<file path="src/rtl/cdlc_pkg.sv">
// Shared types and constants for the configurable day length clock.
`timescale 1ns / 1ps
package cdlc_pkg;

  // Field widths.
  localparam int HOUR_W = 13;
  localparam int TENS_W = 3;
  localparam int UNITS_W = 4;
  localparam int BODY_MIN_W = 6;
  localparam int LIM_MIN_W = 6;
  localparam int CFG_IDX_W = 1;
  localparam int CFG_DATA_W = 13;

  // Normalization constants.
  localparam logic [HOUR_W-1:0] MIN_DAY_HOURS = 13'd2;
  localparam logic [LIM_MIN_W-1:0] HALF_MIN_CAP = 6'd28;
  localparam logic [LIM_MIN_W-1:0] HALF_HOUR_MINUTES = 6'd30;

  // Digit limits.
  localparam logic [TENS_W-1:0] TENS_MAX = 3'd5;
  localparam logic [UNITS_W-1:0] UNITS_MAX = 4'd9;

  // Request kinds.
  localparam logic KIND_TICK = 1'b0;
  localparam logic KIND_LOAD = 1'b1;

  // Configuration register indexes.
  localparam logic [CFG_IDX_W-1:0] REG_BODY_HOURS = 1'b0;
  localparam logic [CFG_IDX_W-1:0] REG_BODY_MINUTES = 1'b1;

  // One input request.
  typedef struct packed {
    logic               kind;
    logic [HOUR_W-1:0]  load_hours;
    logic [TENS_W-1:0]  load_minute_tens;
    logic [UNITS_W-1:0] load_minute_units;
    logic [TENS_W-1:0]  load_second_tens;
    logic [UNITS_W-1:0] load_second_units;
  } item_t;

  // One result.
  typedef struct packed {
    logic [HOUR_W-1:0]  hours_now;
    logic [TENS_W-1:0]  minute_tens_now;
    logic [UNITS_W-1:0] minute_units_now;
    logic [TENS_W-1:0]  second_tens_now;
    logic [UNITS_W-1:0] second_units_now;
    logic [HOUR_W-1:0]  half_day_hours;
    logic               is_afternoon;
    logic               wrapped;
  } result_t;

  // Normalized day limits.
  typedef struct packed {
    logic [HOUR_W-1:0]    lh;
    logic [LIM_MIN_W-1:0] lm;
    logic [HOUR_W-1:0]    half;
  } limits_t;

endpackage

</file>
<file path="src/rtl/cdlc_limits.sv">
// Normalization of the configured day length into hour and minute limits.
`timescale 1ns / 1ps
module cdlc_limits (
  input  logic [cdlc_pkg::HOUR_W-1:0]     body_hours,
  input  logic [cdlc_pkg::BODY_MIN_W-1:0] body_minutes,
  output cdlc_pkg::limits_t               lim
);
  import cdlc_pkg::*;

  logic [HOUR_W-1:0]    h_floor;
  logic [HOUR_W-1:0]    h_even;
  logic [LIM_MIN_W-1:0] m_half;
  logic [LIM_MIN_W-1:0] m_capped;
  logic [LIM_MIN_W-1:0] m_total;

  // Floor the hours, halve the minutes, round them down to even and cap them at 28.
  always_comb begin
    h_floor = (body_hours < MIN_DAY_HOURS) ? MIN_DAY_HOURS : body_hours;
    m_half = {1'b0, body_minutes[BODY_MIN_W-1:2], 1'b0};
    m_capped = (m_half > HALF_MIN_CAP) ? HALF_MIN_CAP : m_half;
    // An odd hour count folds half an hour into the minute limit.
    h_even = {h_floor[HOUR_W-1:1], 1'b0};
    m_total = h_floor[0] ? (m_capped + HALF_HOUR_MINUTES) : m_capped;
    // A fractional day gets one extra hour slot.
    lim.lh = (m_total != '0) ? (h_even + 13'd1) : h_even;
    lim.lm = m_total;
    lim.half = {1'b0, lim.lh[HOUR_W-1:1]};
  end

endmodule

</file>
<file path="src/rtl/cdlc_time_core.sv">
// Time digit state, tick and load logic, and the result register.
`timescale 1ns / 1ps
module cdlc_time_core (
  input  logic              clk,
  input  logic              rst,
  input  logic              step,
  input  cdlc_pkg::item_t   item,
  input  cdlc_pkg::limits_t lim,
  output cdlc_pkg::result_t result
);
  import cdlc_pkg::*;

  logic [HOUR_W-1:0]  hour_reg;
  logic [TENS_W-1:0]  min_tens_reg;
  logic [UNITS_W-1:0] min_units_reg;
  logic [TENS_W-1:0]  sec_tens_reg;
  logic [UNITS_W-1:0] sec_units_reg;

  logic [HOUR_W-1:0]  hour_next;
  logic [TENS_W-1:0]  min_tens_next;
  logic [UNITS_W-1:0] min_units_next;
  logic [TENS_W-1:0]  sec_tens_next;
  logic [UNITS_W-1:0] sec_units_next;
  logic               wrap_next;
  logic [HOUR_W-1:0]  std12_next;
  logic               pm_next;

  logic               lm_zero;
  logic               mins_full;
  logic               secs_full;
  logic [6:0]         min_value;
  logic [LIM_MIN_W-1:0] lm_m1;
  logic               wrap_even;
  logic               wrap_frac;
  logic               at_half;
  logic               c_sec_units;
  logic               c_sec_tens;
  logic               c_min_units;
  logic               c_min_tens;

  // Wrap conditions on the current time.
  always_comb begin
    lm_zero = (lim.lm == '0);
    mins_full = (min_tens_reg == TENS_MAX) && (min_units_reg == UNITS_MAX);
    secs_full = (sec_tens_reg == TENS_MAX) && (sec_units_reg == UNITS_MAX);
    min_value = 7'({min_tens_reg, 3'b000}) + 7'({min_tens_reg, 1'b0}) + 7'(min_units_reg);
    lm_m1 = lim.lm - 6'd1;
    at_half = (hour_reg == lim.half);
    wrap_even = lm_zero && (hour_reg >= (lim.lh - 13'd1)) && mins_full && secs_full;
    wrap_frac = !lm_zero && (at_half || (hour_reg >= lim.lh)) &&
                (min_value >= 7'(lm_m1)) && secs_full;
  end

  // Carry chain of the digit counter.
  always_comb begin
    c_sec_units = (sec_units_reg == UNITS_MAX);
    c_sec_tens = c_sec_units && (sec_tens_reg == TENS_MAX);
    c_min_units = c_sec_tens && (min_units_reg == UNITS_MAX);
    c_min_tens = c_min_units && (min_tens_reg == TENS_MAX);
  end

  // Next time: load with clamping, wrap, or one-second advance.
  always_comb begin
    wrap_next = 1'b0;
    if (item.kind == KIND_LOAD) begin
      hour_next = (item.load_hours > lim.lh) ? lim.lh : item.load_hours;
      min_tens_next = (item.load_minute_tens > TENS_MAX) ? TENS_MAX : item.load_minute_tens;
      min_units_next = (item.load_minute_units > UNITS_MAX) ? UNITS_MAX
                                                             : item.load_minute_units;
      sec_tens_next = (item.load_second_tens > TENS_MAX) ? TENS_MAX : item.load_second_tens;
      sec_units_next = (item.load_second_units > UNITS_MAX) ? UNITS_MAX
                                                             : item.load_second_units;
    end else if (wrap_even || wrap_frac) begin
      wrap_next = 1'b1;
      hour_next = (wrap_frac && at_half) ? (lim.half + 13'd1) : '0;
      min_tens_next = '0;
      min_units_next = '0;
      sec_tens_next = '0;
      sec_units_next = '0;
    end else begin
      sec_units_next = c_sec_units ? '0 : (sec_units_reg + 4'd1);
      sec_tens_next = c_sec_units ? (c_sec_tens ? '0 : (sec_tens_reg + 3'd1)) : sec_tens_reg;
      min_units_next = c_sec_tens ? (c_min_units ? '0 : (min_units_reg + 4'd1))
                                  : min_units_reg;
      min_tens_next = c_min_units ? (c_min_tens ? '0 : (min_tens_reg + 3'd1))
                                  : min_tens_reg;
      hour_next = c_min_tens ? (hour_reg + 13'd1) : hour_reg;
    end
  end

  // Twelve-hour view and afternoon flag of the new time.
  always_comb begin
    if (lm_zero && (hour_next == '0)) begin
      std12_next = lim.half;
    end else if (lm_zero && (hour_next == lim.lh)) begin
      std12_next = '0;
    end else if (lm_zero && (hour_next > lim.half)) begin
      std12_next = hour_next - lim.half;
    end else if (!lm_zero && (hour_next > lim.half)) begin
      std12_next = hour_next - lim.half - 13'd1;
    end else begin
      std12_next = hour_next;
    end
    if (lm_zero) begin
      pm_next = (hour_next >= lim.half) && (hour_next != lim.lh);
    end else begin
      pm_next = (hour_next > lim.half);
    end
  end

  // Time state.
  always_ff @(posedge clk) begin
    if (rst) begin
      hour_reg <= '0;
      min_tens_reg <= '0;
      min_units_reg <= '0;
      sec_tens_reg <= '0;
      sec_units_reg <= '0;
    end else if (step) begin
      hour_reg <= hour_next;
      min_tens_reg <= min_tens_next;
      min_units_reg <= min_units_next;
      sec_tens_reg <= sec_tens_next;
      sec_units_reg <= sec_units_next;
    end
  end

  // Result register holds until the next request is processed.
  always_ff @(posedge clk) begin
    if (step) begin
      result.hours_now <= hour_next;
      result.minute_tens_now <= min_tens_next;
      result.minute_units_now <= min_units_next;
      result.second_tens_now <= sec_tens_next;
      result.second_units_now <= sec_units_next;
      result.half_day_hours <= std12_next;
      result.is_afternoon <= pm_next;
      result.wrapped <= wrap_next;
    end
  end

  // Digits stay in their decimal ranges.
  a_digits_range: assert property (@(posedge clk) disable iff (rst)
    (sec_units_reg <= UNITS_MAX) && (sec_tens_reg <= TENS_MAX) &&
    (min_units_reg <= UNITS_MAX) && (min_tens_reg <= TENS_MAX))
    else $error("time digit out of range");

  // An even-day wrap returns to midnight.
  a_even_wrap: assert property (@(posedge clk) disable iff (rst)
    (step && (item.kind == KIND_TICK) && wrap_even) |=>
    ((hour_reg == '0) && (sec_units_reg == '0) && (min_tens_reg == '0)))
    else $error("even-day wrap did not reach midnight");

  // A plain tick below the seconds carry bumps the seconds units.
  a_tick_advance: assert property (@(posedge clk) disable iff (rst)
    (step && (item.kind == KIND_TICK) && !wrap_even && !wrap_frac && !c_sec_units) |=>
    (sec_units_reg == $past(sec_units_reg) + 4'd1))
    else $error("tick did not advance seconds");

  // A load never reports a wrap.
  a_load_no_wrap: assert property (@(posedge clk) disable iff (rst)
    (step && (item.kind == KIND_LOAD)) |=> !result.wrapped)
    else $error("load reported a wrap");

endmodule

</file>
<file path="src/rtl/configurable_day_length_clock.sv">
// Top level of the configurable day length clock: handshakes, config and pipeline.
//
//  Channel | Signals                                      | Direction
//  --------+----------------------------------------------+----------
//  in      | in_valid, in_stall, kind, load_*             | request in
//  out     | out_valid, out_stall, *_now, half_day_hours, | result out
//          | is_afternoon, wrapped                        |
//  cfg     | cfg_valid, cfg_ready, cfg_index, cfg_data    | write in
//
// Every request passes from acceptance through the input register, then through
// the clock logic into the result register.
// One request is accepted in every cycle while the output is taken.
// The pipeline moves as a whole; it holds while a result waits under out_stall.
// Reset is synchronous and sets the time to zero and the day to 24 hours.
// Configuration writes are always taken.
`timescale 1ns / 1ps
module configurable_day_length_clock (
  input  logic                            clk,
  input  logic                            rst,
  // Request channel.
  input  logic                            in_valid,
  output logic                            in_stall,
  input  logic                            kind,
  input  logic [cdlc_pkg::HOUR_W-1:0]     load_hours,
  input  logic [cdlc_pkg::TENS_W-1:0]     load_minute_tens,
  input  logic [cdlc_pkg::UNITS_W-1:0]    load_minute_units,
  input  logic [cdlc_pkg::TENS_W-1:0]     load_second_tens,
  input  logic [cdlc_pkg::UNITS_W-1:0]    load_second_units,
  // Result channel.
  output logic                            out_valid,
  input  logic                            out_stall,
  output logic [cdlc_pkg::HOUR_W-1:0]     hours_now,
  output logic [cdlc_pkg::TENS_W-1:0]     minute_tens_now,
  output logic [cdlc_pkg::UNITS_W-1:0]    minute_units_now,
  output logic [cdlc_pkg::TENS_W-1:0]     second_tens_now,
  output logic [cdlc_pkg::UNITS_W-1:0]    second_units_now,
  output logic [cdlc_pkg::HOUR_W-1:0]     half_day_hours,
  output logic                            is_afternoon,
  output logic                            wrapped,
  // Configuration write channel.
  input  logic                            cfg_valid,
  output logic                            cfg_ready,
  input  logic [cdlc_pkg::CFG_IDX_W-1:0]  cfg_index,
  input  logic [cdlc_pkg::CFG_DATA_W-1:0] cfg_data
);
  import cdlc_pkg::*;

  logic [HOUR_W-1:0]     body_hours;
  logic [BODY_MIN_W-1:0] body_minutes;
  limits_t               lim;
  logic                  advance;
  logic                  s1_valid;
  item_t                 s1_item;
  item_t                 in_item;
  result_t               result;

  // Configuration registers.
  assign cfg_ready = 1'b1;

  always_ff @(posedge clk) begin
    if (rst) begin
      body_hours <= 13'd24;
      body_minutes <= '0;
    end else if (cfg_valid && cfg_ready) begin
      case (cfg_index)
        REG_BODY_HOURS: body_hours <= cfg_data[HOUR_W-1:0];
        REG_BODY_MINUTES: body_minutes <= cfg_data[BODY_MIN_W-1:0];
        default: ;
      endcase
    end
  end

  cdlc_limits u_limits (
    .body_hours   (body_hours),
    .body_minutes (body_minutes),
    .lim          (lim)
  );

  // The pipeline moves unless a finished result is held back.
  assign advance = !(out_valid && out_stall);
  assign in_stall = !advance;

  assign in_item.kind = kind;
  assign in_item.load_hours = load_hours;
  assign in_item.load_minute_tens = load_minute_tens;
  assign in_item.load_minute_units = load_minute_units;
  assign in_item.load_second_tens = load_second_tens;
  assign in_item.load_second_units = load_second_units;

  // Input register and output valid.
  always_ff @(posedge clk) begin
    if (rst) begin
      s1_valid <= 1'b0;
      out_valid <= 1'b0;
    end else if (advance) begin
      s1_valid <= in_valid;
      out_valid <= s1_valid;
    end
  end

  always_ff @(posedge clk) begin
    if (advance) begin
      s1_item <= in_item;
    end
  end

  cdlc_time_core u_core (
    .clk    (clk),
    .rst    (rst),
    .step   (s1_valid && advance),
    .item   (s1_item),
    .lim    (lim),
    .result (result)
  );

  assign hours_now = result.hours_now;
  assign minute_tens_now = result.minute_tens_now;
  assign minute_units_now = result.minute_units_now;
  assign second_tens_now = result.second_tens_now;
  assign second_units_now = result.second_units_now;
  assign half_day_hours = result.half_day_hours;
  assign is_afternoon = result.is_afternoon;
  assign wrapped = result.wrapped;

endmodule
</file>
<file path="config.mk">
export PLATFORM = sky130hd
export DESIGN_NAME = configurable_day_length_clock
export DESIGN_NICKNAME = d
export VERILOG_FILES = /design/src/rtl/cdlc_pkg.sv /design/src/rtl/cdlc_limits.sv /design/src/rtl/cdlc_time_core.sv /design/src/rtl/configurable_day_length_clock.sv
export SDC_FILE = /design/constraint.sdc
export NUM_CORES = 1
export LEC_CHECK = 0
export BUFFER_PORTS_ARGS = -buffer_cell sky130_fd_sc_hd__buf_2
export CORE_MARGIN = 2
export CORE_UTILIZATION = 55
export CTS_CLUSTER_SIZE = 24
export DETAILED_ROUTE_END_ITERATION = 12
export GPL_TIMING_DRIVEN = 0
export PLACE_DENSITY = 0.79
export SLEW_MARGIN = 10
export SYNTH_ARGS = -nofsm -noshare
export SYNTH_HDL_FRONTEND = slang
export SYNTH_SLANG_ARGS = --single-unit
</file>
<file path="constraint.sdc">
create_clock -name clk -period 8.9 [get_ports clk]
set_input_delay 0 -clock clk [delete_from_list [all_inputs] [get_ports clk]]
set_output_delay 0 -clock clk [all_outputs]
set_load 0.005 [all_outputs]
</file>
==> flow_summary.ini <==
[global_route]
grt_pass1_vias = 7895
use_met2 = 0.525
use_met3 = 0.0701
gr-usage-all-layers = 0.329
use_met1 = 0.440
grt.overflow.total = 0
grt_busiest_layer = met2
antenna_found_initial = 0
grt_pass1_wl_um = 41800
grt_max_degree = 32

[final_layout]
top_regs = u_core.result: 42 flops, s1_item: 28 flops
regMostFlops = u_core.result
drive_above_1_share = 0.173
nets = 1272
instances_no_fill = 1375
n_fill_cell = 1209
syn2layout_area_growth_pct = 23.8
n_antenna_cell = 0
largest_reg_flops = 42
seq_area_um2 = 3020
multiInputGateArea_um2 = 5420

[synth]
synth_compound_area_frac = 0.161
synth_edf_count = 70
synth-adder-area-share = 0.116
synth_top_area_cell = edfxtp_1
synthTopCellsByCount = 124 x nand2_1, 76 x ha_1, 74 x a21oi_1
synthDominantCellAreaShare = 0.241
syn_avg_cell_area_um2 = 8.90
ys_async_sr_fraction = 0
ys_warn_count = 0
yosysMostFrequentCell = nand2_1
synth_top_family_by_area = simple AND/OR/NAND/NOR gates
synth_nets = 1106
synth-simple-area-share = 0.200
synth_area_um2 = 8720
postSynthCellCount = 980
synth-xor-area-share = 0.0884
synth_flop_cell = edfxtp_1
yosys-top-cells-area = edfxtp_1 24%, ha_1 11%, dfxtp_1 11%
synth_cell_types = 70
synth_mux_area_frac = 0.0337
synth-seq-cells = 116
seq_area_frac_synth = 0.347

[die]
ios = 92
start_util = 0.555
rows = 46
die_w_um = 130
core_um2 = 15700
die_height_um = 130
die_area_um2 = 16900

[status]
status = completed

[power_and_ir_drop]
p_leak_nw = 4.46
pwr_density_cell_nw_per_um2 = 182
peakVddDrop_uv = 145

[place]
dp.cells = 1286
dp_hpwl_um = 19500
port_buffers = 89
globalplace.congestion = 1.04

[worst_setup_path]
crit_arrival_ps = 8830
worst-path-buf-inv = 6
critPathTopFamily = simple AND/OR/NAND/NOR gates
crit_path_max_incr_delay_ps = 370
start_kind = register
slowest_stage = or3_1
cp-end-kind = register
cp.required_ps = 9130
critPathKind = reg2reg
crit_fanout = 11
crit_top_cell = a21oi_1

[sta]
worstMarginPinSlew_ps = 997
post-route-period-util = 0.966
slew_headroom = 0.335
drv_slew = 0
fin_crit_ps = 8600
fin_worst_skew_ps = 7.64
whs_ps = 169
setup_viol_count_final = 0
hold_violations = 0
timing.fmax_mhz = 116

[clock_network]
clk_pin_slew_ps = 60
cts_buffers = 17
root_buffer = clkbuf_16
cts_tree = yes
htreeDepth = 4
clock_path_buffers = 2
clock_sinks = 116
clk_latency_ps = 440

[flow_run]
drv_cap = 0

[detailed_routing]
vias = 8349
drtIter0Drc = 911
via_per_inst = 6.07
first_pass_iters = 6
remaining_drc_errors = 0
drtAntennaViolNets = 0
wl_per_cell_um = 19.8
wl_um = 27200

[hold_path]
min_path_type = in2reg
==> power breakdown <==
group          total [mW]  leakage, nW  internal (mW)  switching [mW]
logic               0.634         3.09          0.259           0.375
clock network       0.682        0.295          0.423           0.259
registers           0.650         1.07          0.623          0.0267
total                1.97         4.46           1.30           0.661
==> timing repair <==
action	CTS	global route
buffers inserted	2	5
endpoints found under the hold margin	46	0
resized for setup	14	23
cloned	0	0
setup endpoints to repair	14	14
pin swaps	2	6
hold buffers	50	0
==> final timing paths <==
| path | start | end | slack, ps | cells after the start |
|---|---|---|---|---|
| setup reg to reg | body_hours[6] | u_core.result[3] | 300 | 38 |
| setup / recovery | body_hours[6] | u_core.result[3] | 300 | 38 |
| hold / removal | rst | u_core.sec_units_reg[2] | 170 | 2 |
| hold reg to reg | s1_valid | s1_valid | 490 | 2 |
==> layout by cell type, fill, tap and decap left out, types with 10 or more instances in the layout <==
cell type | netlist | final
o31ai_1 | 10 | 10
edfxtp_1 | 70 | 70
xor2_1 | 25 | 25
a211oi_1 | 24 | 21
buf_4 | 4 | 12
inv_1 | 53 | 53
buf_2 | 10 | 98
o21ai_0 | 26 | 25
nor3_1 | 23 | 21
clkbuf_16 | 0 | 19
dlygate4sd3_1 | 0 | 50
nand3_1 | 41 | 40
ha_1 | 76 | 75
nor4_1 | 11 | 11
dfxtp_1 | 46 | 46
nand4_1 | 16 | 16
clkbuf_1 | 28 | 28
xnor2_1 | 63 | 63
nand2_1 | 124 | 123
nor2_1 | 64 | 63
mux2i_1 | 26 | 26
a21oi_1 | 74 | 74
==> cells by family (layout without fill, tap and decap cells) <==
group                    after synthesis  count (layout)
AO/OA/AOI/OAI                        212             212
XOR/XNOR                              88              88
adder cells (fa/ha/maj)               79              79
buffers and inverters                109             288
flip-flops                           116             116
multiplexers                          29              29
other                                  1               1
AND/OR/NAND/NOR                      346             346
==> stage by stage <==
step	setup WS (ps)	utilization	TNS, ps	power (mW)	area, um^2
after global routing	-46.2	0.687	-82.0	2.05	10800
after floorplan	853	-	0	1.06	8720
after global placement	-1360	0.600	-10440	1.21	9430
after CTS	68.3	0.676	0	1.93	10600
after detailed placement	-1400	0.602	-10870	1.22	9460
final	303	0.687	0	1.97	10800
==> per-layer routing <==
layer | vias to the layer above | part of all wire
met5 | - | 0
met1 | 3922 | 0.41
met2 | 472 | 0.46
met4 | 0 | 0.031
met3 | 67 | 0.098
li1 | 3888 | -
==> cell type report <==
| cell class | instances | share of cell area |
|---|---|---|
| sequential | 116 | 0.280 |
| clock inverter | 11 | 0.00881 |
| buffer | 53 | 0.0241 |
| inverter | 56 | 0.0197 |
| clock buffer | 21 | 0.0457 |
| multi-input combinational | 755 | 0.502 |
| tap | 216 | 0.0250 |
| timing repair buffer | 147 | 0.0943 |
Note: power is estimated with default switching activity, not from simulation.
